===== src/rtl/core/mbs_pkg.sv =====
// mbs_pkg: setup step codes, command codes and shared types
// of the modem bring-up sequencer; depends on nothing
`timescale 1ns / 1ps

package mbs_pkg;

	localparam int unsigned STEP_W    = 4;
	localparam int unsigned CMD_W     = 4;
	localparam int unsigned TIMEOUT_W = 16;

	localparam logic [TIMEOUT_W-1:0] TIMEOUT_RESET = 16'd280;
	localparam logic [TIMEOUT_W-1:0] COUNT_TOP     = 16'hFFFF;

	// setup steps
	localparam logic [STEP_W-1:0] ST_IDENT   = 4'd0;
	localparam logic [STEP_W-1:0] ST_SIM     = 4'd1;
	localparam logic [STEP_W-1:0] ST_PIN     = 4'd2;
	localparam logic [STEP_W-1:0] ST_GET_FUN = 4'd3;
	localparam logic [STEP_W-1:0] ST_SET_FUN = 4'd4;
	localparam logic [STEP_W-1:0] ST_GET_ATT = 4'd5;
	localparam logic [STEP_W-1:0] ST_SET_ATT = 4'd6;
	localparam logic [STEP_W-1:0] ST_NET     = 4'd7;
	localparam logic [STEP_W-1:0] ST_READY   = 4'd8;

	// modem commands
	localparam logic [CMD_W-1:0] CMD_NONE    = 4'd0;
	localparam logic [CMD_W-1:0] CMD_IDENT   = 4'd1;
	localparam logic [CMD_W-1:0] CMD_SIM     = 4'd2;
	localparam logic [CMD_W-1:0] CMD_PIN     = 4'd3;
	localparam logic [CMD_W-1:0] CMD_SETFULL = 4'd4;
	localparam logic [CMD_W-1:0] CMD_GETFUN  = 4'd5;
	localparam logic [CMD_W-1:0] CMD_SETATT  = 4'd6;
	localparam logic [CMD_W-1:0] CMD_GETATT  = 4'd7;
	localparam logic [CMD_W-1:0] CMD_NETSTAT = 4'd8;
	localparam logic [CMD_W-1:0] CMD_SIGNAL  = 4'd9;

	typedef struct packed {
		logic network_registered;
		logic packet_attached;
		logic full_function;
		logic pin_ready;
		logic sim_inserted;
		logic identified;
	} status_t;

	typedef struct packed {
		logic [STEP_W-1:0]    setup_step;
		logic                 tick_parity;
		logic                 long_wait;
		logic [TIMEOUT_W-1:0] attach_wait_count;
	} seq_state_t;

	typedef struct packed {
		logic [CMD_W-1:0] command;
		logic             ready_res;
	} result_t;

endpackage


===== src/rtl/core/mbs_step.sv =====
// mbs_step: next-state and command logic for one status tick
// depends on mbs_pkg
`timescale 1ns / 1ps

module mbs_step import mbs_pkg::*; (
	input  status_t              status,
	input  seq_state_t           cur,
	input  logic [TIMEOUT_W-1:0] timeout,
	output seq_state_t           nxt,
	output result_t              res
);

	logic                 even;
	logic [TIMEOUT_W-1:0] count_inc;
	logic [CMD_W-1:0]     cmd;

	assign even      = ~cur.tick_parity;
	assign count_inc = (cur.attach_wait_count != COUNT_TOP) ?
		cur.attach_wait_count + 16'd1 : cur.attach_wait_count;

	always_comb begin
		nxt = cur;
		cmd = CMD_NONE;
		case (cur.setup_step)
			ST_IDENT: begin
				if (!status.identified) cmd = CMD_IDENT;
				else nxt.setup_step = ST_SIM;
			end
			ST_SIM: begin
				if (!status.sim_inserted) cmd = CMD_SIM;
				else nxt.setup_step = ST_PIN;
			end
			ST_PIN: begin
				if (!status.pin_ready) cmd = CMD_PIN;
				else nxt.setup_step = ST_GET_FUN;
			end
			ST_GET_FUN: begin
				cmd            = CMD_GETFUN;
				nxt.setup_step = ST_SET_FUN;
			end
			ST_SET_FUN: begin
				if (!status.full_function) begin
					cmd            = CMD_SETFULL;
					nxt.setup_step = ST_GET_FUN;
				end else begin
					nxt.setup_step = ST_GET_ATT;
					nxt.long_wait  = 1'b0;
				end
			end
			ST_SET_ATT: begin
				nxt.long_wait         = 1'b1;
				nxt.attach_wait_count = '0;
				cmd                   = CMD_SETATT;
				nxt.setup_step        = ST_GET_ATT;
			end
			ST_GET_ATT: begin
				if (status.packet_attached) begin
					nxt.setup_step = ST_NET;
				end else begin
					if (even) cmd = CMD_GETATT;
					if (cur.long_wait) begin
						nxt.attach_wait_count = count_inc;
						if (count_inc > timeout) nxt.setup_step = ST_SET_ATT;
					end else begin
						nxt.setup_step = ST_SET_ATT;
					end
				end
			end
			ST_NET: begin
				if (!status.network_registered) cmd = CMD_NETSTAT;
				else nxt.setup_step = ST_READY;
			end
			ST_READY: begin
				if (even) cmd = CMD_SIGNAL;
			end
			default: begin
				cmd = CMD_NONE;
			end
		endcase
		nxt.tick_parity = ~cur.tick_parity;
	end

	assign res.command   = cmd;
	assign res.ready_res = (nxt.setup_step == ST_READY);

endmodule


===== src/rtl/core/modem_bringup_sequencer_unit.sv =====
// modem_bringup_sequencer_unit: top level of the modem bring-up sequencer
// depends on mbs_pkg and mbs_step
`timescale 1ns / 1ps

// one status tick in, one result out. a tick is taken every cycle while the result
// side keeps up; each result passes the input register, then the result register,
// and is offered on m_tvalid from the result register until m_tready takes it.
// the sequencer state register closes its loop through mbs_step between the
// two. the result register lets the next tick be taken while a result still
// waits for m_tready. reset starts at the identification step with the attach
// timeout at 280 ticks; cfg_we writes a new timeout, which must only happen
// while no tick is in flight.
module modem_bringup_sequencer_unit import mbs_pkg::*; (
	input  logic                 clk,
	input  logic                 arst_n,
	// status ticks
	input  logic                 s_tvalid,
	output logic                 s_tready,
	// [0] identified, [1] sim_inserted, [2] pin_ready, [3] full_function,
	// [4] packet_attached, [5] network_registered, [7:6] zero
	input  logic [7:0]           s_tdata,
	// command results
	output logic                 m_tvalid,
	input  logic                 m_tready,
	// [3:0] command, [4] ready_res, [7:5] zero
	output logic [7:0]           m_tdata,
	// attach timeout register
	input  logic                 cfg_we,
	input  logic [TIMEOUT_W-1:0] cfg_wdata
);

	logic                 valid_s1;
	status_t              status_s1;
	logic                 advance;
	seq_state_t           state_q;
	seq_state_t           state_nxt;
	result_t              res_nxt;
	result_t              res_s2;
	logic                 valid_s2;
	logic [TIMEOUT_W-1:0] timeout_q;

	// stage 1 moves on when the result slot is free or being drained
	assign advance  = valid_s1 && (!valid_s2 || m_tready);
	assign s_tready = !valid_s1 || advance;

	// attach timeout register
	always_ff @(posedge clk or negedge arst_n) begin
		if (!arst_n) begin
			timeout_q <= TIMEOUT_RESET;
		end else if (cfg_we) begin
			timeout_q <= cfg_wdata;
		end
	end

	// input register
	always_ff @(posedge clk or negedge arst_n) begin
		if (!arst_n) begin
			valid_s1 <= 1'b0;
		end else if (s_tready) begin
			valid_s1 <= s_tvalid;
		end
	end

	always_ff @(posedge clk) begin
		if (s_tvalid && s_tready) begin
			status_s1 <= status_t'(s_tdata[5:0]);
		end
	end

	mbs_step u_step (
		.status  (status_s1),
		.cur     (state_q),
		.timeout (timeout_q),
		.nxt     (state_nxt),
		.res     (res_nxt)
	);

	// sequencer state, updated once per tick
	always_ff @(posedge clk or negedge arst_n) begin
		if (!arst_n) begin
			state_q.setup_step        <= ST_IDENT;
			state_q.tick_parity       <= 1'b0;
			state_q.long_wait         <= 1'b0;
			state_q.attach_wait_count <= '0;
		end else if (advance) begin
			state_q <= state_nxt;
		end
	end

	// result register
	always_ff @(posedge clk or negedge arst_n) begin
		if (!arst_n) begin
			valid_s2 <= 1'b0;
		end else if (advance) begin
			valid_s2 <= 1'b1;
		end else if (m_tready) begin
			valid_s2 <= 1'b0;
		end
	end

	always_ff @(posedge clk) begin
		if (advance) begin
			res_s2 <= res_nxt;
		end
	end

	assign m_tvalid = valid_s2;
	assign m_tdata  = {3'b000, res_s2.ready_res, res_s2.command};

`ifndef SYNTHESIS
	// the step code stays within the nine setup steps
	a_step_range: assert property (@(posedge clk) disable iff (!arst_n)
		state_q.setup_step <= ST_READY)
		else $error("setup step out of range");

	// a delivered ready flag means the sequencer is and stays ready
	a_ready_match: assert property (@(posedge clk) disable iff (!arst_n)
		(m_tvalid && m_tdata[4]) |-> (state_q.setup_step == ST_READY))
		else $error("ready flag without ready step");

	// every processed tick flips the parity and lands in the result slot
	a_tick_parity: assert property (@(posedge clk) disable iff (!arst_n)
		advance |=> (m_tvalid && (state_q.tick_parity != $past(state_q.tick_parity))))
		else $error("tick not reflected in parity or result");

	// no command code beyond signal quality
	a_cmd_range: assert property (@(posedge clk) disable iff (!arst_n)
		m_tvalid |-> (m_tdata[3:0] <= CMD_SIGNAL))
		else $error("command code out of range");
`endif

endmodule


===== config.mk =====
export PLATFORM = sky130hd
export DESIGN_NAME = modem_bringup_sequencer_unit
export DESIGN_NICKNAME = d
export VERILOG_FILES = /design/src/rtl/core/mbs_pkg.sv /design/src/rtl/core/mbs_step.sv /design/src/rtl/core/modem_bringup_sequencer_unit.sv
export SDC_FILE = /design/constraint.sdc
export NUM_CORES = 1
export LEC_CHECK = 0
export BUFFER_PORTS_ARGS = -buffer_cell sky130_fd_sc_hd__buf_2
export CORE_MARGIN = 10
export CORE_UTILIZATION = 55
export DETAILED_ROUTE_END_ITERATION = 10
export HOLD_SLACK_MARGIN = 0.08
export PLACE_DENSITY_LB_ADDON = 0.3
export SETUP_SLACK_MARGIN = 0.1
export SLEW_MARGIN = 20
export SYNTH_ARGS = -nofsm -noshare
export SYNTH_HDL_FRONTEND = slang
export SYNTH_SLANG_ARGS = --single-unit

===== constraint.sdc =====
create_clock -name clk -period 7 [get_ports clk]
set_clock_uncertainty 0.05 [all_clocks]
set_input_delay 1.4 -clock clk [delete_from_list [all_inputs] [get_ports clk]]
set_output_delay 1.4 -clock clk [all_outputs]
set_load 0.005 [all_outputs]

== After elaboration in Yosys (flattened, before gate mapping) ==
Cells that the tools add are included.

* Add/subtract/negate cells: 1
* Multiply operators: 0
* Div/mod/pow operators: 0
* Order comparisons: 1
* Equality and inequality tests: 13
* Shift operators: 0
* Muxes and demuxes: 26
* Bitwise gates (word level): 1
* Reductions and logical operators: 12

{| class="wikitable"
|+ Operator list
! kind !! count
|-
| 2-to-1 mux 16 bit || 3
|-
| 2-to-1 mux 4 bit || 10
|-
| case mux 4 bit (9 select lines) || 1
|-
| case mux 16 bit (2 select lines) || 1
|-
| case mux 4 bit (8 select lines) || 1
|-
| adder 16 x 1 -> 16 bit (second input constant) || 1
|-
| == test 4 x 3 -> 1 bit (second input constant) || 4
|-
| > comparator 16 bit || 1
|-
| inequality test 16 bit (second input constant) || 1
|-
| 2-to-1 mux 3 bit || 3
|-
| == test 4 x 2 -> 1 bit (second input constant) || 2
|-
| == test 4 bit (second input constant) || 2
|-
| inequality test 2 bit (second input constant) || 3
|-
| nonzero test 2 bit || 3
|-
| == test 4 x 1 -> 1 bit (second input constant) || 1
|-
| logical NOT 4 bit || 1
|-
| 2-to-1 mux 1 bit || 4
|-
| 2-to-1 mux 2 bit || 2
|-
| AND reduction 4 bit || 1
|-
| AND reduction 3 bit || 1
|-
| logical AND 1 bit || 2
|-
| logical NOT 1 bit || 2
|-
| logical OR 1 bit || 2
|-
| case mux 1 bit (2 select lines) || 1
|-
| NOT 1 bit || 1
|}

* Register bits: 51
* Bits in latches: 0
* Memory bits (writable): 0
* ROM bits: 0
* Input bits: 29
* Output and inout port bits: 10
* Word-level logic and storage cells: 69
* Memories: 0

== Logic depth before layout (Yosys ltp) ==
Gate-level depths: netlist of run 1.

* Depth in word-level cells: 8
* Gate-level depth with buffers: 13
* Gate-level depth less buffers: 12

== By module ==
From an unflattened synthesis of run 1, not the netlist that was laid out.

* Cell total of the unflattened synthesis: 337
* Area, all modules: 3457.1 um^2

{| class="wikitable"
|+ Modules (own cells, without submodules)
! module !! instances !! cells an instance !! area an instance (um^2) !! sequential area each (um^2)
|-
| modem_bringup_sequencer_unit || 1 || 104 || 1950.6 || 1335.0
|-
| mbs_step || 1 || 233 || 1506.4 || 0.0
|}

== Least setup slack after synthesis of run 1 ==
OpenSTA, ideal clock, no wires.

* Kind: input to output
* Start: input m_tready
* End: output s_tready
* Arrival time: 1.616 ns
* Required time: 5.550 ns
* Path slack: 3.934 ns
* Cell stages on the path: 2
* Path buffers: 0
* Cell sequence: nor2b_1 > nand2_1

* Cells in the longest elaborated chain, start to end: 3

{| class="wikitable"
|+ RTL lines
! what !! RTL line !! RTL
|-
| start: declaration || modem_bringup_sequencer_unit.sv:24 || <nowiki>input logic m_tready,</nowiki>
|-
| logical OR 1 bit || modem_bringup_sequencer_unit.sv:43 || <nowiki>assign advance = valid_s1 && (!valid_s2 || m_tready);</nowiki>
|-
| logical AND 1 bit || modem_bringup_sequencer_unit.sv:43 ||
|-
| logical OR 1 bit || modem_bringup_sequencer_unit.sv:44 || <nowiki>assign s_tready = !valid_s1 || advance;</nowiki>
|-
| end: declaration || modem_bringup_sequencer_unit.sv:18 || <nowiki>output logic s_tready,</nowiki>
|}

Every way passes these cells.

== Final worst setup path of run 1 ==
* Start: register state_q[0] in the netlist's numbering
* End: register state_q[19] in the netlist's numbering

* Cells in the longest elaborated chain, start to end: 7
* Elaborated cells between the ends (all ways): 8
* Those cells by class: 1 x add/sub; 1 x order compare; 1 x eq/ne; 5 x mux

{| class="wikitable"
|+ RTL lines
! what !! RTL line !! RTL
|-
| start: declaration || modem_bringup_sequencer_unit.sv:35 || <nowiki>seq_state_t state_q;</nowiki>
|-
| start signal: assignment || modem_bringup_sequencer_unit.sv:86 || <nowiki>state_q <= state_nxt;</nowiki>
|-
| adder 16 x 1 -> 16 bit or inequality test 16 bit (tied branches) || mbs_step.sv:19, mbs_step.sv:18 ||
|-
| 2-to-1 mux 16 bit * || mbs_step.sv:18 || <nowiki>assign count_inc = (cur.attach_wait_count != COUNT_TOP) ?</nowiki>
|-
| > comparator 16 bit * || mbs_step.sv:63 || <nowiki>if (count_inc > timeout) nxt.setup_step = ST_SET_ATT;</nowiki>
|-
| 2-to-1 mux 4 bit * || mbs_step.sv:63 ||
|-
| 2-to-1 mux 4 bit * || mbs_step.sv:61 || <nowiki>if (cur.long_wait) begin</nowiki>
|-
| 2-to-1 mux 4 bit * || mbs_step.sv:57 || <nowiki>if (status.packet_attached) begin</nowiki>
|-
| case mux 4 bit (8 select lines) * || mbs_step.sv:24 || <nowiki>case (cur.setup_step)</nowiki>
|}

Every way passes the cells marked *; elsewhere a longest branch is shown, timed or not.
A chain may end at the register's enable or synchronous reset.

==> impl_metrics.env, run 1 <==
export IMPL_status="finished clean"
export IMPL_crit_path_start="state_q[0]"
export IMPL_finalCriticalPeriod_ps=3440
export IMPL_hold_ws_ps=484
export IMPL_area_delta_synth_final_pct=9.70
export IMPL_synth_top_area_share=0.299
export IMPL_post_place_ws_ps=3650
export IMPL_row_count=27
export IMPL_via_count=2595
export IMPL_grtUsageMet2=0.244
export IMPL_regArea_sq_um=1340
export IMPL_rsz0062_at_grt="false"
export IMPL_gp_congestion=0.914
export IMPL_core_sq_um=5470
export IMPL_fin_ws_ps=3560
export IMPL_power_density_nw_per_um2=265
export IMPL_report_final_slew_viol_count=0
export IMPL_cts_tree="yes"
export IMPL_crit_required_ps=7160
export IMPL_final_nets=416
export IMPL_cts_buffers=5
export IMPL_hold_violations=0
export IMPL_final_util=0.620
export IMPL_root_buffer="clkbuf_8"
export IMPL_p_leak_nw=1.47
export IMPL_grt_ovfl_total=0
export IMPL_cts_resized_gates=0
export IMPL_grt_util_all_layers=0.159
export IMPL_htree_levels=2
export IMPL_reg2reg_to="state_q[19]"
export IMPL_dr_pass1_iters=5
export IMPL_min_path_cells=2
export IMPL_finalCritPeriodShare=0.491
export IMPL_ios=39
export IMPL_multi_input_area_sq_um=1610
export IMPL_r2r_slack_ps=3560
export IMPL_grt_antenna_before_repair=0
export IMPL_hold_class="reg -> reg"
export IMPL_finalSetupViolations=0
export IMPL_slowest_delay_ps=470
export IMPL_portBuffers=33
export IMPL_maxCapViolations=0
export IMPL_holdPathEnd="timeout_q[3]"
export IMPL_synth_area_sq_um=3090
export IMPL_grt_pass1_vias=2353
export IMPL_async_reset_ff_frac=0.784
export IMPL_grt_max_degree=41
export IMPL_initial_core_util=0.565
export IMPL_critPathSlowestCell="dfrtp_1"
export IMPL_cts_setup_buffers=0
export IMPL_tns_ps=0
export IMPL_drive_gt1_frac=0.154
export IMPL_yosysSeqAreaShare=0.431
export IMPL_antennaDiodeCount=0
export IMPL_start_kind="register"
export IMPL_synth_seq_cells=51
export IMPL_postRouteAntennaNets=0
export IMPL_grt_first_pass_wirelength_microns=11400
export IMPL_clk_pin_slew_worst_paths_ps=90
export IMPL_route_detailed_drc=0
export IMPL_syn_inst=343
export IMPL_num_fill_cells=482
export IMPL_reg2reg_from="state_q[0]"
export IMPL_synth_area_per_cell_sq_um=9.02
export IMPL_cts_sinks=51
export IMPL_ctsHoldBuffers=0
export IMPL_grtUsageMet1=0.215
export IMPL_die_y_microns=95.0
export IMPL_dieWidth_microns=95.0
export IMPL_slew_headroom=0.279
export IMPL_dpl_hpwl_microns=5230
export IMPL_synthFlopType="dfrtp_1"
export IMPL_dieArea_sq_um=9030
export IMPL_ys_warnings_count=0
export IMPL_ir_drop_mv=0.126
export IMPL_routed_wl_microns=7030
export IMPL_yosysTopAreaCell="dfrtp_1"
export IMPL_critPathKind="reg -> reg"
export IMPL_cp_max_fo=6
export IMPL_cp_cell_sequence="ha_1 > nand2_1 > nor2_1 > and3_1 > mux2_2 > ha_1 > nand4_1 > nor4_1 > nor2b_1 > a31oi_1 > a31o_2"
export IMPL_grt_busiest_layer="met2"
export IMPL_synth_edf_count=11
export IMPL_grt_util_met3=0.0365
export IMPL_routed_via_density=5.86
export IMPL_cts_max_path_buffers=2
export IMPL_reg2regPathDepth=11
export IMPL_cp_arrival_ps=3600
export IMPL_cp_common_cell="ha_1"
export IMPL_synth_area_top_cells="dfrtp_1, edfxtp_1, ha_1"
export IMPL_first_iter_violations=311
export IMPL_yosys_cell_types_count=58
export IMPL_clock_latency_ps=310
export IMPL_fmax_ghz=0.291
export IMPL_worst_pin_slew_ps=1080
export IMPL_cp_end_kind="register"
export IMPL_wl_per_cell_microns=15.9
export IMPL_holdCritStartpoint="timeout_q[3]"
## worst max-delay path by stage
stage	endpoint	slack, ps	cells after the start
6_report	state_q[19]	3560	11
4_1_cts	state_q[18]	3590	11
3_5_place_dp	s_tready	3650	4
2_1_floorplan	s_tready	3930	2
3_3_place_gp	s_tready	3660	4
5_1_grt	state_q[18]	3360	11
## cells by family (layout without fill, tap and decap cells)
group / count (synthesis) / after routing / synth area share
AOI/OAI and AO/OA: 91 / 91 / 0.189
and+or+nand+nor: 132 / 132 / 0.220
adders and majority gates: 17 / 17 / 0.0687
xor gates and xnor gates: 11 / 11 / 0.0311
buffers and inverters: 38 / 64 / 0.0514
DFF: 51 / 51 / 0.431
other: 1 / 3 / 0.00121
muxes: 2 / 2 / 0.00728
## metal layers
layer  routed length, microns  vias to the layer above
li1                         -                     1286
met1                     3330                     1224
met2                     3210                       69
met3                      383                       16
met4                      107                        0
met5                        0                        -
## layout make-up
class / count / area share
repair buffers: 34 / 0.0509
clock inverters: 1 / 0.00885
inverters: 22 / 0.0243
well taps: 72 / 0.0265
flip-flops and latches: 51 / 0.393
multi-input cells: 256 / 0.474
clock buffers: 7 / 0.0225
## registers in the layout, indices dropped and copies added, names as in the netlist
name       cells
state_q       22
timeout_q     16
status_s1      6
m_tdata        5
m_tvalid       1
valid_s1       1
## layout by cell type, fill, tap and decap left out, types with 5 or more instances in the layout
| cell | n |
|---|---|
| nand2_1 | 41 |
| dfrtp_1 | 37 |
| buf_2 | 33 |
| nor2_1 | 27 |
| o21ai_0 | 27 |
| a21oi_1 | 25 |
| inv_1 | 22 |
| ha_1 | 17 |
| edfxtp_1 | 11 |
| nand4_1 | 9 |
| nand3_1 | 8 |
| nor3_1 | 8 |
| nand2b_1 | 8 |
| xnor2_1 | 7 |
| nor2b_1 | 7 |
| clkbuf_8 | 5 |
## through the flow
step / cells / instance area, sq um / power (mW)
floorplan: 345 / 3100 / 0.618
global placement: 435 / 3290 / 0.681
detailed placement: 435 / 3290 / 0.695
CTS: 443 / 3390 / 0.901
global route: 443 / 3390 / 0.958
finish: 443 / 3390 / 0.898
## power by group
| group | internal [mW] | switching, mW |
|---|---|---|
| sequential | 0.355 | 0.0778 |
| clock | 0.107 | 0.0962 |
| combinational | 0.117 | 0.145 |
## critical path: cells and delay by family, from the launching register on
family          cells  cell delay [ps]
compound gates      2              310
fa+ha+maj           2              570
flops               1              470
simple gates        6             1580
mux                 1              350
## synth_stat cells, types with 4 or more instances
master / instances
nand4_1: 9
nand2_1: 41
a21oi_1: 25
ha_1: 17
xnor2_1: 7
dfrtp_1: 37
edfxtp_1: 11
or4_1: 4
nor2b_1: 7
clkbuf_1: 9
nor2_1: 27
o21ai_0: 27
nand2b_1: 8
nor3_1: 8
o211ai_1: 4
xor2_1: 4
nand3_1: 8
inv_1: 22
Note: power is estimated with default switching activity, not from simulation.
==> inputs of run 2 (changes only) <==
--- a/config.mk
+++ b/config.mk
@@ -7,7 +7,7 @@
 export LEC_CHECK = 0
 export BUFFER_PORTS_ARGS = -buffer_cell sky130_fd_sc_hd__buf_2
 export CORE_MARGIN = 10
-export CORE_UTILIZATION = 55
+export CORE_UTILIZATION = 52
 export DETAILED_ROUTE_END_ITERATION = 10
 export HOLD_SLACK_MARGIN = 0.08
 export PLACE_DENSITY_LB_ADDON = 0.3
==> constraint.sdc (replaced) <==
create_clock -name clk -period 2.85 [get_ports clk]
set_clock_uncertainty 0.05 [all_clocks]
set_input_delay 0.57 -clock clk [delete_from_list [all_inputs] [get_ports clk]]
set_output_delay 0.57 -clock clk [all_outputs]
set_load 0.005 [all_outputs]
==> run 2 against run 1 <==
The run now ends with negative setup slack left. Sequential power grew 130%. Clock-buffer cell count shrank 1. Setup slack lost 3700 ps. Flip-flop and latch count is the same. Utilization grew 5.9 points. Via count grew 8.3%. Die area grew 4.5%. Maximum frequency grew 15%. Critical path type unchanged. Combinational power grew to 3.3 times the previous value. Design area grew 17%. Largest power group unchanged.
==> impl_metrics.env, run 2 (synthesis results as in run 1) <==
export IMPL_status="finished with violations"
export IMPL_violations="negative setup slack"
export IMPL_routed_wl_microns=7640
export IMPL_grt_max_degree=41
export IMPL_ios=39
export IMPL_cp_end_kind="register"
export IMPL_grt_ovfl_total=0
export IMPL_clock_latency_ps=300
export IMPL_antennaDiodeCount=0
export IMPL_multi_input_area_sq_um=1740
export IMPL_cp_buffers_inverters=1
export IMPL_htree_levels=2
export IMPL_p_leak_nw=1.77
export IMPL_crit_path_start="state_q[6]"
export IMPL_fmax_ghz=0.333
export IMPL_final_cells=503
export IMPL_postRouteAntennaNets=0
export IMPL_num_fill_cells=458
export IMPL_initial_core_util=0.529
export IMPL_critPathSlowestCell="or4_4"
export IMPL_detailed_place_area_sq_um=3730
export IMPL_worst_pin_slew_ps=910
export IMPL_report_final_slew_viol_count=0
export IMPL_p_comb_frac=0.369
export IMPL_grt_util_all_layers=0.161
export IMPL_finalCriticalPeriod_ps=3000
export IMPL_grt_pass1_vias=2832
export IMPL_cp_arrival_ps=3140
export IMPL_switchingPower_uw=820
export IMPL_portBuffers=33
export IMPL_critPathTopFamily="simple AND/OR/NAND/NOR gates"
export IMPL_maxCapViolations=0
export IMPL_cts_tree="yes"
export IMPL_regArea_sq_um=1340
export IMPL_first_iter_violations=207
export IMPL_max_flop_register="state_q"
export IMPL_final_util=0.679
export IMPL_intPower_mw=1.54
export IMPL_cts_max_path_buffers=2
export IMPL_seqPwrFrac=0.413
export IMPL_crit_required_ps=2990
export IMPL_finalSetupViolations=2
export IMPL_p_clk_frac=0.218
export IMPL_reg2regPathDepth=12
export IMPL_power_density_nw_per_um2=594
export IMPL_hold_class="in -> async"
export IMPL_slew_headroom=0.394
export IMPL_clk_pin_slew_worst_paths_ps=90
export IMPL_gp_congestion=0.924
export IMPL_design_area_sq_um=3970
export IMPL_die_y_microns=97.1
export IMPL_dr_pass1_iters=4
export IMPL_root_buffer="clkbuf_8"
export IMPL_fin_ws_ps=-152
export IMPL_cp_endpoint="state_q[19]"
export IMPL_critPathKind="reg -> reg"
export IMPL_r2r_slack_ps=-150
export IMPL_reg_top3="state_q: 22 flops, timeout_q: 16 flops, status_s1: 6 flops"
export IMPL_power_mw=2.36
export IMPL_tns_ps=-242
export IMPL_hold_violations=0
export IMPL_critical_path_depth=12
export IMPL_final_nets=473
export IMPL_core_sq_um=5850
export IMPL_hold_ws_ps=343
export IMPL_cp_cell_sequence="nand3_4 > or4_4 > nand2_2 > nor2_1 > xnor2_1 > ha_1 > nand4_1 > buf_4 > nor4_2 > nor2b_2 > a31oi_1 > a31o_2"
export IMPL_cts_buffers=5
export IMPL_start_kind="register"
export IMPL_rsz0062_at_grt="true"
export IMPL_finalCritPeriodShare=1.05
export IMPL_cp_max_fo=8
export IMPL_reg2reg_to="state_q[19]"
export IMPL_mostFrequentLayoutCells="buf_4, nand2_1, dfrtp_1, buf_2, o21ai_0"
export IMPL_row_count=28
export IMPL_area_delta_synth_final_pct=28.4
export IMPL_via_count=2810
export IMPL_dp_cells=487
export IMPL_drive_gt1_frac=0.320
export IMPL_grt_first_pass_wirelength_microns=13200
export IMPL_grt_antenna_before_repair=0
export IMPL_reg2reg_from="state_q[6]"
export IMPL_cts_sinks=51
export IMPL_ir_drop_mv=0.340
export IMPL_post_place_ws_ps=-178
export IMPL_routed_via_density=5.59
export IMPL_slowest_delay_ps=580
export IMPL_dpl_hpwl_microns=5860
export IMPL_dieWidth_microns=97.1
export IMPL_route_detailed_drc=0
export IMPL_wl_per_cell_microns=15.2
export IMPL_dieArea_sq_um=9440
export IMPL_largest_register_ffs=22
export IMPL_mostFrequentLayoutCell="buf_4"
export IMPL_swShare=0.348
[run 2: changes by cell type in the layout (fill, tap and decap cells not counted), moves of 2 or more]
cell,change
nor3_1,-2
ha_1,-2
ha_4,+2
buf_4,+57
nor2_1,-4
clkbuf_1,-2
nand2_1,-2
nand3_1,-2
nor4_1,-2
nor4_2,+2
nand2_2,+2
nor2_2,+3
nand3_4,+3
[run 2: power groups by stage]
| stage | clock network (mW) | registers, mW | logic [mW] |
|---|---|---|---|
| 6_report | 0.514 | 0.975 | 0.871 |
| 5_1_grt | 0.553 | 0.989 | 0.980 |
| 4_1_cts | 0.529 | 0.970 | 0.854 |
| 3_5_place_dp | 0 | 0.983 | 0.847 |
| 3_3_place_gp | 0 | 0.982 | 0.820 |
| 2_1_floorplan | 0 | 0.982 | 0.554 |
[run 2: how the worst min path moves through the flow]
stage / startpoint / endpoint / slack (ps) / cells after the start
5_1_grt: s_tdata[3] / status_s1[3] / 380 / 1
3_5_place_dp: timeout_q[3] / timeout_q[3] / 470 / 2
3_3_place_gp: timeout_q[4] / timeout_q[4] / 450 / 2
2_1_floorplan: arst_n / m_tvalid / 220 / 0
4_1_cts: arst_n / timeout_q[15] / 370 / 1
6_report: arst_n / timeout_q[15] / 340 / 1
[run 2: worst reg2reg max path: cells and delay by family, from the launching register on]
family	cells	cell delay, ps
AO/OA/AOI/OAI	2	290
XOR/XNOR	1	160
adder cells (fa/ha/maj)	1	290
buffers and inverters	1	180
flip-flops	1	400
AND/OR/NAND/NOR	7	1540
[run 2: what timing repair did]
action / 4_1_cts / 5_1_grt
setup buffers: 3 / 5
gates resized for setup: 2 / 10
pin swaps: 4 / 3
endpoints found under the setup margin: 2 / 2
hold buffers: 0 / 0
[run 2: area by class of cell]
type | instances | area share
Sequential cell | 51 | 0.336
Inverter | 22 | 0.0208
Tap cell | 75 | 0.0236
Multi-Input combinational cell | 256 | 0.438
Clock buffer | 6 | 0.0208
Clock inverter | 2 | 0.00882
Timing Repair Buffer | 91 | 0.151
[run 2: layer usage]
layer,wire length [microns],vias to the layer above,track usage
met5,0,-,0
met4,28,0,0.0341
met3,364,2,0.0377
met2,3600,71,0.249
met1,3650,1343,0.222
li1,-,1394,-
